<file path="src/hw/rtl/prat_pkg.sv">
`default_nettype none
package prat_pkg;

  typedef enum logic [1:0] {
    OP_ACT       = 2'd0,
    OP_MIT       = 2'd1,
    OP_CLR_ALERT = 2'd2,
    OP_CLR_ALL   = 2'd3
  } op_t;

  localparam logic [1:0] CFG_THRESHOLD = 2'd0;
  localparam logic [1:0] CFG_DELAY     = 2'd1;
  localparam logic [1:0] CFG_QLIMIT    = 2'd2;

  localparam logic [15:0] THRESHOLD_RST = 16'd128;
  localparam logic [15:0] DELAY_RST     = 16'd0;
  localparam logic [4:0]  QLIMIT_RST    = 5'd16;

  typedef enum logic [1:0] {
    SCAN_MATCH = 2'd0,
    SCAN_LOW   = 2'd1,
    SCAN_TOP   = 2'd2
  } scan_mode_t;

  typedef enum logic [4:0] {
    ST_INIT,
    ST_IDLE,
    ST_WIPE,
    ST_RC_RUN,
    ST_RC_TAIL,
    ST_A_RD,
    ST_A_LOAD,
    ST_A_WB,
    ST_P_SCAN,
    ST_P_WRITE,
    ST_P_CHK,
    ST_P_LSCAN,
    ST_P_DRD,
    ST_P_DWR,
    ST_M_TSCAN,
    ST_M_DRD,
    ST_M_DWR,
    ST_M_RD,
    ST_M_LOAD,
    ST_M_WB,
    ST_N_SEL,
    ST_N_RD,
    ST_N_LOAD,
    ST_N_WB,
    ST_FIN
  } state_t;

  typedef struct packed {
    logic       accept;
    logic       cfg_we;
    logic       clr_start;
    logic       clr_step;
    logic       rc_start;
    logic       rc_step;
    logic       row_rd;
    logic       cnt_load;
    logic       mit_load;
    logic       note_wb;
    logic       wb_zero;
    logic       act_count;
    logic       alert_clr;
    logic       scan_start;
    logic       scan_run;
    scan_mode_t scan_mode;
    logic       q_write;
    logic       drop_rd;
    logic       drop_wr;
    logic       mit_take;
    logic       nb_start;
    logic       nb_next;
    logic       nb_take;
    logic       fin;
  } dp_cmd_t;

  typedef struct packed {
    logic fill_zero;
    logic over_lim;
    logic scan_done;
    logic sweep_last;
    logic nb_ok;
    logic nb_last;
    logic row_ok;
  } dp_sts_t;

endpackage
`default_nettype wire

</file>
<file path="src/hw/rtl/prat_ctrl.sv">
`default_nettype none
module prat_ctrl (
  input  logic              clk,
  input  logic              rst,
  input  logic              start,
  input  logic [1:0]        operation,
  input  logic              cfg_valid,
  input  logic [1:0]        cfg_index,
  input  prat_pkg::dp_sts_t sts,
  output prat_pkg::dp_cmd_t cmd,
  output logic              busy,
  output logic              cfg_ready
);
  import prat_pkg::*;

  state_t state;
  state_t state_next;
  logic   is_mit;
  op_t    op;

  assign op        = op_t'(operation);
  assign busy      = (state != ST_IDLE);
  assign cfg_ready = (state == ST_IDLE) && !start;

  always_ff @(posedge clk) begin
    if (rst) begin
      state  <= ST_INIT;
      is_mit <= 1'b0;
    end else begin
      state <= state_next;
      if (cmd.accept) begin
        is_mit <= (op == OP_MIT);
      end
    end
  end

  always_comb begin
    state_next = state;
    case (state)
      ST_INIT:    if (sts.sweep_last) state_next = ST_IDLE;
      ST_IDLE: begin
        if (start) begin
          case (op)
            OP_ACT:       state_next = sts.row_ok ? ST_A_RD : ST_FIN;
            OP_MIT:       state_next = sts.fill_zero ? ST_FIN : ST_M_TSCAN;
            OP_CLR_ALERT: state_next = ST_FIN;
            OP_CLR_ALL:   state_next = ST_WIPE;
            default:      state_next = ST_FIN;
          endcase
        end else if (cfg_valid && cfg_index == CFG_THRESHOLD) begin
          state_next = ST_RC_RUN;
        end
      end
      ST_WIPE:    if (sts.sweep_last) state_next = ST_FIN;
      ST_RC_RUN:  if (sts.sweep_last) state_next = ST_RC_TAIL;
      ST_RC_TAIL: state_next = ST_IDLE;
      ST_A_RD:    state_next = ST_A_LOAD;
      ST_A_LOAD:  state_next = sts.fill_zero ? ST_P_WRITE : ST_P_SCAN;
      ST_A_WB:    state_next = ST_FIN;
      ST_P_SCAN:  if (sts.scan_done) state_next = ST_P_WRITE;
      ST_P_WRITE: state_next = ST_P_CHK;
      ST_P_CHK: begin
        if (sts.over_lim) state_next = ST_P_LSCAN;
        else              state_next = is_mit ? ST_N_WB : ST_A_WB;
      end
      ST_P_LSCAN: if (sts.scan_done) state_next = ST_P_DRD;
      ST_P_DRD:   state_next = ST_P_DWR;
      ST_P_DWR:   state_next = is_mit ? ST_N_WB : ST_A_WB;
      ST_M_TSCAN: if (sts.scan_done) state_next = ST_M_DRD;
      ST_M_DRD:   state_next = ST_M_DWR;
      ST_M_DWR:   state_next = ST_M_RD;
      ST_M_RD:    state_next = ST_M_LOAD;
      ST_M_LOAD:  state_next = ST_M_WB;
      ST_M_WB:    state_next = ST_N_SEL;
      ST_N_SEL: begin
        if (sts.nb_ok)        state_next = ST_N_RD;
        else if (sts.nb_last) state_next = ST_FIN;
      end
      ST_N_RD:    state_next = ST_N_LOAD;
      ST_N_LOAD:  state_next = sts.fill_zero ? ST_P_WRITE : ST_P_SCAN;
      ST_N_WB:    state_next = sts.nb_last ? ST_FIN : ST_N_SEL;
      ST_FIN:     state_next = ST_IDLE;
      default:    state_next = ST_IDLE;
    endcase
  end

  always_comb begin
    cmd        = '0;
    cmd.accept = (state == ST_IDLE) && start;
    cmd.cfg_we = cfg_ready && cfg_valid;
    case (state)
      ST_INIT: cmd.clr_step = 1'b1;
      ST_IDLE: begin
        if (start) begin
          case (op)
            OP_ACT:       ;
            OP_MIT:       cmd.scan_start = !sts.fill_zero;
            OP_CLR_ALERT: cmd.alert_clr = 1'b1;
            OP_CLR_ALL:   cmd.clr_start = 1'b1;
            default:      ;
          endcase
        end else if (cfg_valid && cfg_index == CFG_THRESHOLD) begin
          cmd.rc_start = 1'b1;
        end
      end
      ST_WIPE:    cmd.clr_step = 1'b1;
      ST_RC_RUN:  cmd.rc_step = 1'b1;
      ST_RC_TAIL: ;
      ST_A_RD:    cmd.row_rd = 1'b1;
      ST_A_LOAD: begin
        cmd.cnt_load   = 1'b1;
        cmd.scan_start = 1'b1;
      end
      ST_A_WB: begin
        cmd.note_wb   = 1'b1;
        cmd.act_count = 1'b1;
      end
      ST_P_SCAN: begin
        cmd.scan_run  = 1'b1;
        cmd.scan_mode = SCAN_MATCH;
      end
      ST_P_WRITE: cmd.q_write = 1'b1;
      ST_P_CHK:   cmd.scan_start = sts.over_lim;
      ST_P_LSCAN: begin
        cmd.scan_run  = 1'b1;
        cmd.scan_mode = SCAN_LOW;
      end
      ST_P_DRD:   cmd.drop_rd = 1'b1;
      ST_P_DWR:   cmd.drop_wr = 1'b1;
      ST_M_TSCAN: begin
        cmd.scan_run  = 1'b1;
        cmd.scan_mode = SCAN_TOP;
      end
      ST_M_DRD: begin
        cmd.drop_rd  = 1'b1;
        cmd.mit_take = 1'b1;
      end
      ST_M_DWR:   cmd.drop_wr = 1'b1;
      ST_M_RD:    cmd.row_rd = 1'b1;
      ST_M_LOAD:  cmd.mit_load = 1'b1;
      ST_M_WB: begin
        cmd.note_wb  = 1'b1;
        cmd.wb_zero  = 1'b1;
        cmd.nb_start = 1'b1;
      end
      ST_N_SEL: begin
        cmd.nb_take = sts.nb_ok;
        cmd.nb_next = !sts.nb_ok && !sts.nb_last;
      end
      ST_N_RD:    cmd.row_rd = 1'b1;
      ST_N_LOAD: begin
        cmd.cnt_load   = 1'b1;
        cmd.scan_start = 1'b1;
      end
      ST_N_WB: begin
        cmd.note_wb = 1'b1;
        cmd.nb_next = !sts.nb_last;
      end
      ST_FIN:     cmd.fin = 1'b1;
      default:    ;
    endcase
  end

endmodule
`default_nettype wire

</file>
<file path="config.mk">
export PLATFORM = sky130hd
export DESIGN_NAME = prat_ctrl
export DESIGN_NICKNAME = d
export VERILOG_FILES = /design/src/hw/rtl/prat_pkg.sv /design/src/hw/rtl/prat_ctrl.sv
export SDC_FILE = /design/constraint.sdc
export NUM_CORES = 1
export LEC_CHECK = 0
export ABC_CLOCK_PERIOD_IN_PS = 1400
export BUFFER_PORTS_ARGS = -buffer_cell sky130_fd_sc_hd__buf_2
export CAP_MARGIN = 20
export CORE_ASPECT_RATIO = 0.9
export CORE_MARGIN = 2
export CORE_UTILIZATION = 43
export DETAILED_ROUTE_END_ITERATION = 8
export GPL_TIMING_DRIVEN = 0
export MAX_ROUTING_LAYER = met4
export PLACE_DENSITY_LB_ADDON = 0.25
export SETUP_SLACK_MARGIN = 0.15
export SKIP_LAST_GASP = 1
export SYNTH_ARGS = -nofsm -noshare
export SYNTH_HDL_FRONTEND = slang
export SYNTH_SLANG_ARGS = --single-unit
export TNS_END_PERCENT = 20
</file>
<file path="constraint.sdc">
create_clock -name clk -period 1.4 [get_ports clk]
set_clock_uncertainty 0.05 [all_clocks]
set_input_delay 0.21 -clock clk [delete_from_list [all_inputs] [get_ports clk]]
set_output_delay 0.21 -clock clk [all_outputs]
set_load 0.005 [all_outputs]
</file>
==> results of run 1 <==
==> worst min-delay path by stage <==
stage	from	to	slack [ns]	depth (start not counted)
2_1_floorplan	rst	state[4]	0.22	1
3_3_place_gp	rst	is_mit	0.40	2
3_5_place_dp	rst	state[4]	0.41	2
4_1_cts	rst	state[4]	0.15	2
5_1_grt	rst	is_mit	0.15	2
6_report	rst	state[0]	0.15	2
==> state kept, by name, summed over array words and instances, names as in the netlist <==
signal / count
state: 5
is_mit: 1
==> where the power goes <==
part / internal [uW] / switching (uW)
sequential: 232 / 43.4
combinational: 1040 / 1120
clock: 96.5 / 56.4
total: 1370 / 1220
==> critical path: cells and delay by family (launching register included) <==
kind | cells | cell delay, ns
and+or+nand+nor | 3 | 0.81
DFF | 1 | 0.34
buffers and inverters | 2 | 0.25
AOI/OAI and AO/OA | 1 | 0.21
==> what timing repair did <==
action | 4_1_cts | 5_1_grt
setup endpoints to repair | 33 | 33
setup buffers | 16 | 2
gates cloned | 1 | 0
pin swaps | 11 | 9
hold buffers | 0 | 0
gates resized for setup | 31 | 11
==> metrics by stage <==
step	total power, uW	setup WS [ns]	TNS, ns	utilization
finish	2590	-0.373	-8.45	0.717
global route	2800	-0.471	-11.17	0.717
CTS	2410	-0.346	-7.72	0.690
detailed placement	1810	-0.396	-4.98	0.578
global placement	1790	-0.412	-4.70	0.578
floorplan	1420	-0.159	-0.434	-
==> routing by layer <==
metal / track usage / vias up
li1: - / 686
met1: 0.334 / 636
met2: 0.460 / 98
met3: 0.0722 / 9
met4: 0.0772 / 0
met5: - / -
==> cell usage in the layout (no fill, tap or decap), types with 4 or more instances in the layout <==
cell      instances
a21oi_1          12
a31oi_1           4
buf_2            42
buf_4            17
buf_6            13
ha_1              4
inv_1             7
nand2_1          15
nand2b_1          6
nor2_1           16
nor2b_1           4
nor3_1            5
o22ai_1           4
==> final cells by class <==
cell class / instances / area (um2)
multi-input cells: 125 / 848
fillers: 195 / 629
repair buffers: 60 / 369
plain buffers: 15 / 159
flip-flops and latches: 6 / 126
inverters: 9 / 33.8
well taps: 27 / 33.8
clock buffers: 3 / 22.5
==> kinds of logic (layout without fill, tap and decap cells) <==
logic type | Yosys count | in the layout
xor+xnor | 1 | 1
compound gates | 39 | 39
flops | 6 | 6
simple gates | 81 | 81
buf+inv | 24 | 87
fa+ha+maj | 4 | 4
==> run_results.csv, run 1 <==
group,metric,value,unit
worst_setup_path,critPathMaxStageDelay,0.41,ns
synth,synth_edf_count,0,
placement,io_buffer_count,41,
timing,finalHoldViolCount,0,
worst_setup_path,crit_slowest_cell,"or3b_4",
placement,place_inst,223,
cts,cts.clk_slew.worst_paths,0.04,ns
floorplanning,io_pins,42,
floorplanning,initial_core_util,0.460,
cts,numClockSinks,6,
worst_hold_path,hp-class,"in2reg",
worst_setup_path,crit_chain,"buf_4, or3b_4, nand4b_4, and4_4, buf_6, a32o_1",
drt,route.met2.wl,1720,um
placement,dpl.hpwl,2530,um
cts,clkLatencyLatePin,0.24,ns
layout,layout.cells.non_filler,245,
worst_setup_path,crit_path_start,"state[4]",
synth,synthCells,155,
drt,wl_met1,1430,um
global_route,grt_pass1_vias,1337,
synth,avgSynthCellArea,6.60,um2
layout,final_nets,239,
timing,fin_ws,-0.373,ns
worst_setup_path,endpoint,"state[1]",
worst_setup_path,timing.rr.start,"state[4]",
drt,drt_first_pass_iters,4,
drt,wl,3670,um
outcome,violations,"setup timing",
timing,fmax,0.564,GHz
global_route,track_usage,0.277,
timing,setup_viol,33,
outcome,outcome,"complete, but fails checks",
layout,drive_gt1_frac,0.477,
synth,ys_seq_elements,6,
synth,yosys.area_share.simple,0.455,
global_route,antenna_found_initial,0,
synth,synth_fp_nets,174,
synth,yosysUniqueCellTypes,47,
worst_setup_path,required,1.47,ns
synth,yosys-top-cells-area,"dfxtp_1, nor2_1, a21oi_1, nand2_1, ha_1",
global_route,gr-total-overflow,0,
placement,post_dp_cell_area,1280,um2
layout,final_cell_area,1590,um2
synth,synth-async-reset-ratio,0,
worst_setup_path,timing.rr.end,"state[1]",
synth,synth_area,1020,um2
timing,rsz0062_at_grt,"yes",
synth,yosys-top-cells-count,"nor2_1, nand2_1, a21oi_1, inv_1",
global_route,grt_max_degree,11,
worst_setup_path,critical_path_arrival,1.85,ns
drt,ant_nets,0,
cts,htree_levels,1,
layout,syn_to_final_growth,55.8,%
drt,route.detailed.drc,0,
drt,vias,1429,
job,maxCapViolCount,0,
worst_setup_path,path_class,"reg2reg",
synth,synthFlopType,"dfxtp_1",
timing,slew_headroom,0.696,
placement,gp_congestion,0.969,
global_route,grt_first_pass_wirelength,6020,um
timing,period_minus_slack,1.77,ns
worst_setup_path,endpoint_kind,"flip-flop",
cts,cts_tree,"done",
synth,yosys.area.top_type_share,0.118,
timing,fin_crit_sh,1.27,
floorplanning,core_area,2220,um2
synth,synth_mux_area_frac,0,
synth,synth_top_family_by_area,"simple AND/OR/NAND/NOR gates",
timing,holdWs,0.154,ns
drt,top_layer_used,"met4",
timing,worst_slew_pin_slew,0.455,ns
cts,cts-root-buf,"clkbuf_4",
worst_setup_path,crit_path_max_fanout,8,
cts,cts_made_buffers,3,
synth,yosys.area_share.adder,0.0490,
floorplanning,die_w,55.4,um
floorplanning,dieHeight,50.3,um
layout,antenna_cells,0,
worst_setup_path,startpoint_type,"flip-flop",
drt,wl_per_cell,15.0,um
drt,routed_via_density,5.83,
pwr,vdd.ir_drop.worst,0.000977,V
pwr,p_leak,0.000772,uW
cts,cts.path.max_buffers,2,
synth,synthXorXnorAreaFrac,0.00857,
floorplanning,die_area,2780,um2
synth,synth_compound_area_frac,0.250,
synth,synth_top_cell_by_area,"dfxtp_1",
worst_setup_path,r2r_setup_slack,-0.37,ns
timing,drv_slew,0,
worst_setup_path,reg2regPathDepth,6,
synth,yosysWarningCount,0,
pwr,powerDensity,1630,nW/um2
synth,ys_seq_area_frac,0.118,
synth,yosysMostFrequentCell,"nor2_1",
floorplanning,num_rows,16,
drt,first_iter_violations,56,
drt,met3_length,441,um
Power figures use the tool's default switching activity.
==> inputs of run 2 (changes only) <==
CELL_PAD_IN_SITES_DETAIL_PLACEMENT = 0   (was not set)
CELL_PAD_IN_SITES_GLOBAL_PLACEMENT = 2   (was not set)
CORE_UTILIZATION = 22   (was 43)
==> run 2 against run 1 <==
Effect of this change:
- the flow still finishes with violations (setup timing)
- non-clock buffer count down 1
- global-route usage down 12 points
- critical path depth up 1
- flip-flop and latch count unchanged
- cell count up 14%
- largest power group unchanged
==> run_results.csv, run 2 (synthesis gave the netlist of run 1 again) <==
group,metric,value,unit
pwr,p_clk_frac,0.089,
cts,cts.path.max_buffers,2,
timing,fin_crit_sh,1.27,
worst_setup_path,required,1.42,ns
cts,clkLatencyLatePin,0.21,ns
drt,ant_nets,0,
drt,wl,4180,um
pwr,sw_frac_of_total,0.460,
layout,final_cell_mix,"buf_2, nor2_1, nand2_1",
worst_setup_path,crit_chain,"buf_6, buf_4, buf_6, nor4_1, o2bb2ai_1, a2111oi_1, a211oi_1",
layout,final_cell_area,1730,um2
layout,drive_gt1_frac,0.488,
timing,setup_viol,33,
layout,final_nets,238,
layout,biggestRegsByFlops,"state: 5 flops, is_mit: 1 flops",
floorplanning,dieHeight,68.7,um
worst_setup_path,worst-path-buf-inv,3,
timing,period_minus_slack,1.78,ns
worst_setup_path,endpoint_kind,"flip-flop",
worst_setup_path,crit_slowest_cell,"a2111oi_1",
worst_setup_path,path_class,"reg2reg",
global_route,track_usage,0.160,
placement,io_buffer_count,41,
drt,vias,1393,
pwr,power_switching,1280,uW
timing,holdWs,0.183,ns
pwr,vdd.ir_drop.worst,0.000401,V
floorplanning,die_area,5210,um2
worst_setup_path,startpoint_type,"flip-flop",
drt,wl_per_cell,15.0,um
timing,fin_ws,-0.379,ns
drt,first_iter_violations,57,
pwr,p_comb_frac,0.810,
worst_setup_path,reg2regPathDepth,7,
timing,finalHoldViolCount,0,
worst_setup_path,critPathTopFamily,"compound AO/OA/AOI/OAI gates",
global_route,grt_pass1_vias,1316,
global_route,grt_first_pass_wirelength,6290,um
placement,gp_congestion,0.886,
layout,largest_register,"state",
worst_setup_path,r2r_setup_slack,-0.38,ns
pwr,p_int,1500,uW
placement,post_dp_cell_area,1330,um2
pwr,sequentialPowerShare,0.101,
worst_setup_path,critPathMaxStageDelay,0.52,ns
timing,fmax,0.562,GHz
timing,slew_headroom,0.624,
timing,drv_slew,0,
pwr,powerDensity,1600,nW/um2
cts,htree_levels,1,
drt,routed_via_density,4.99,
pwr,power,2780,uW
cts,cts.clk_slew.worst_paths,0.03,ns
timing,rsz0062_at_grt,"yes",
floorplanning,initial_core_util,0.229,
job,maxCapViolCount,0,
layout,syn_to_final_growth,69.5,%
outcome,outcome,"complete, but fails checks",
outcome,violations,"setup timing",
worst_setup_path,timing.rr.end,"state[0]",
cts,cts_tree,"done",
floorplanning,core_area,4460,um2
placement,place_ws,-0.478,ns
worst_hold_path,worstHoldStart,"rst",
worst_setup_path,timing.rr.start,"state[4]",
floorplanning,num_rows,23,
floorplanning,io_pins,42,
timing,worst_slew_pin_slew,0.562,ns
cts,cts_made_buffers,3,
worst_setup_path,crit_path_max_fanout,10,
layout,antenna_cells,0,
worst_setup_path,cp_num_cells,7,
cts,cts-root-buf,"clkbuf_8",
layout,largest_register_ffs,5,
layout,final_common_cell,"buf_2",
drt,drt_first_pass_iters,4,
global_route,grt_max_degree,11,
placement,dpl.hpwl,3030,um
worst_hold_path,hold_end,"state[4]",
global_route,antenna_found_initial,0,
worst_setup_path,critical_path_arrival,1.80,ns
pwr,p_leak,0.000791,uW
worst_setup_path,cp_common_cell,"buf_6",
cts,cts_hold_buf,0,
worst_hold_path,min_path_cells,2,
worst_hold_path,hp-class,"in2reg",
cts,numClockSinks,6,
drt,route.detailed.drc,0,
floorplanning,die_w,75.9,um
global_route,gr-total-overflow,0,
run 2: cell count changes in the layout (fill, tap and decap cells not counted), moves of 2 or more:
cell      previous run  this run
nor2_4               0         2
buf_4               17        13
nor2b_2              0         2
clkbuf_8             1         3
clkbuf_4             3         0
a211oi_1             3         1
buf_8                2         4
buf_2               42        40
clkbuf_2             0         2
a211oi_2             0         2
run 2: layer usage:
| metal | routed length [um] | global-route usage | vias up |
|---|---|---|---|
| li1 | - | - | 688 |
| met1 | 1840 | 0.218 | 641 |
| met2 | 2020 | 0.266 | 56 |
| met3 | 235 | 0.0160 | 8 |
| met4 | 76 | 0.0154 | 0 |
| met5 | 0 | - | - |
run 2: what timing repair did:
item | CTS | global route
resized for setup | 30 | 22
setup buffers | 14 | 3
endpoints found under the setup margin | 33 | 33
cloned | 1 | 0
pin swaps | 11 | 9
run 2: metrics by stage:
step	utilization	cells	TNS, ns
after floorplan	-	155	-0.434
after global placement	0.298	258	-6.18
after detailed placement	0.298	258	-6.23
after CTS	0.362	276	-8.34
after global routing	0.388	279	-10.84
final	0.388	279	-8.22
run 2: power by group through the flow:
stage / sequential [uW] / combinational [uW] / clock [uW]
floorplan: 255 / 1160 / 0
global placement: 265 / 1610 / 0
detailed placement: 266 / 1600 / 0
CTS: 271 / 2000 / 259
global route: 287 / 2420 / 269
finish: 280 / 2250 / 246
run 2: cell type report:
cell class / count / area, um2
sequential: 6 / 128
fill: 496 / 2730
tap: 62 / 77.6
clock buffer: 3 / 41.3
buffer: 15 / 181
multi-input combinational: 125 / 881
timing repair buffer: 59 / 390
inverter: 9 / 33.8
run 2: how the worst max path moves through the flow:
| stage | start | to | slack, ns |
|---|---|---|---|
| 6_report | state[4] | state[0] | -0.38 |
| 5_1_grt | state[3] | cmd[23] | -0.45 |
| 4_1_cts | state[4] | cmd[22] | -0.38 |
| 3_5_place_dp | state[4] | state[0] | -0.48 |
| 3_3_place_gp | state[4] | state[0] | -0.51 |
| 2_1_floorplan | state[3] | state[1] | -0.16 |
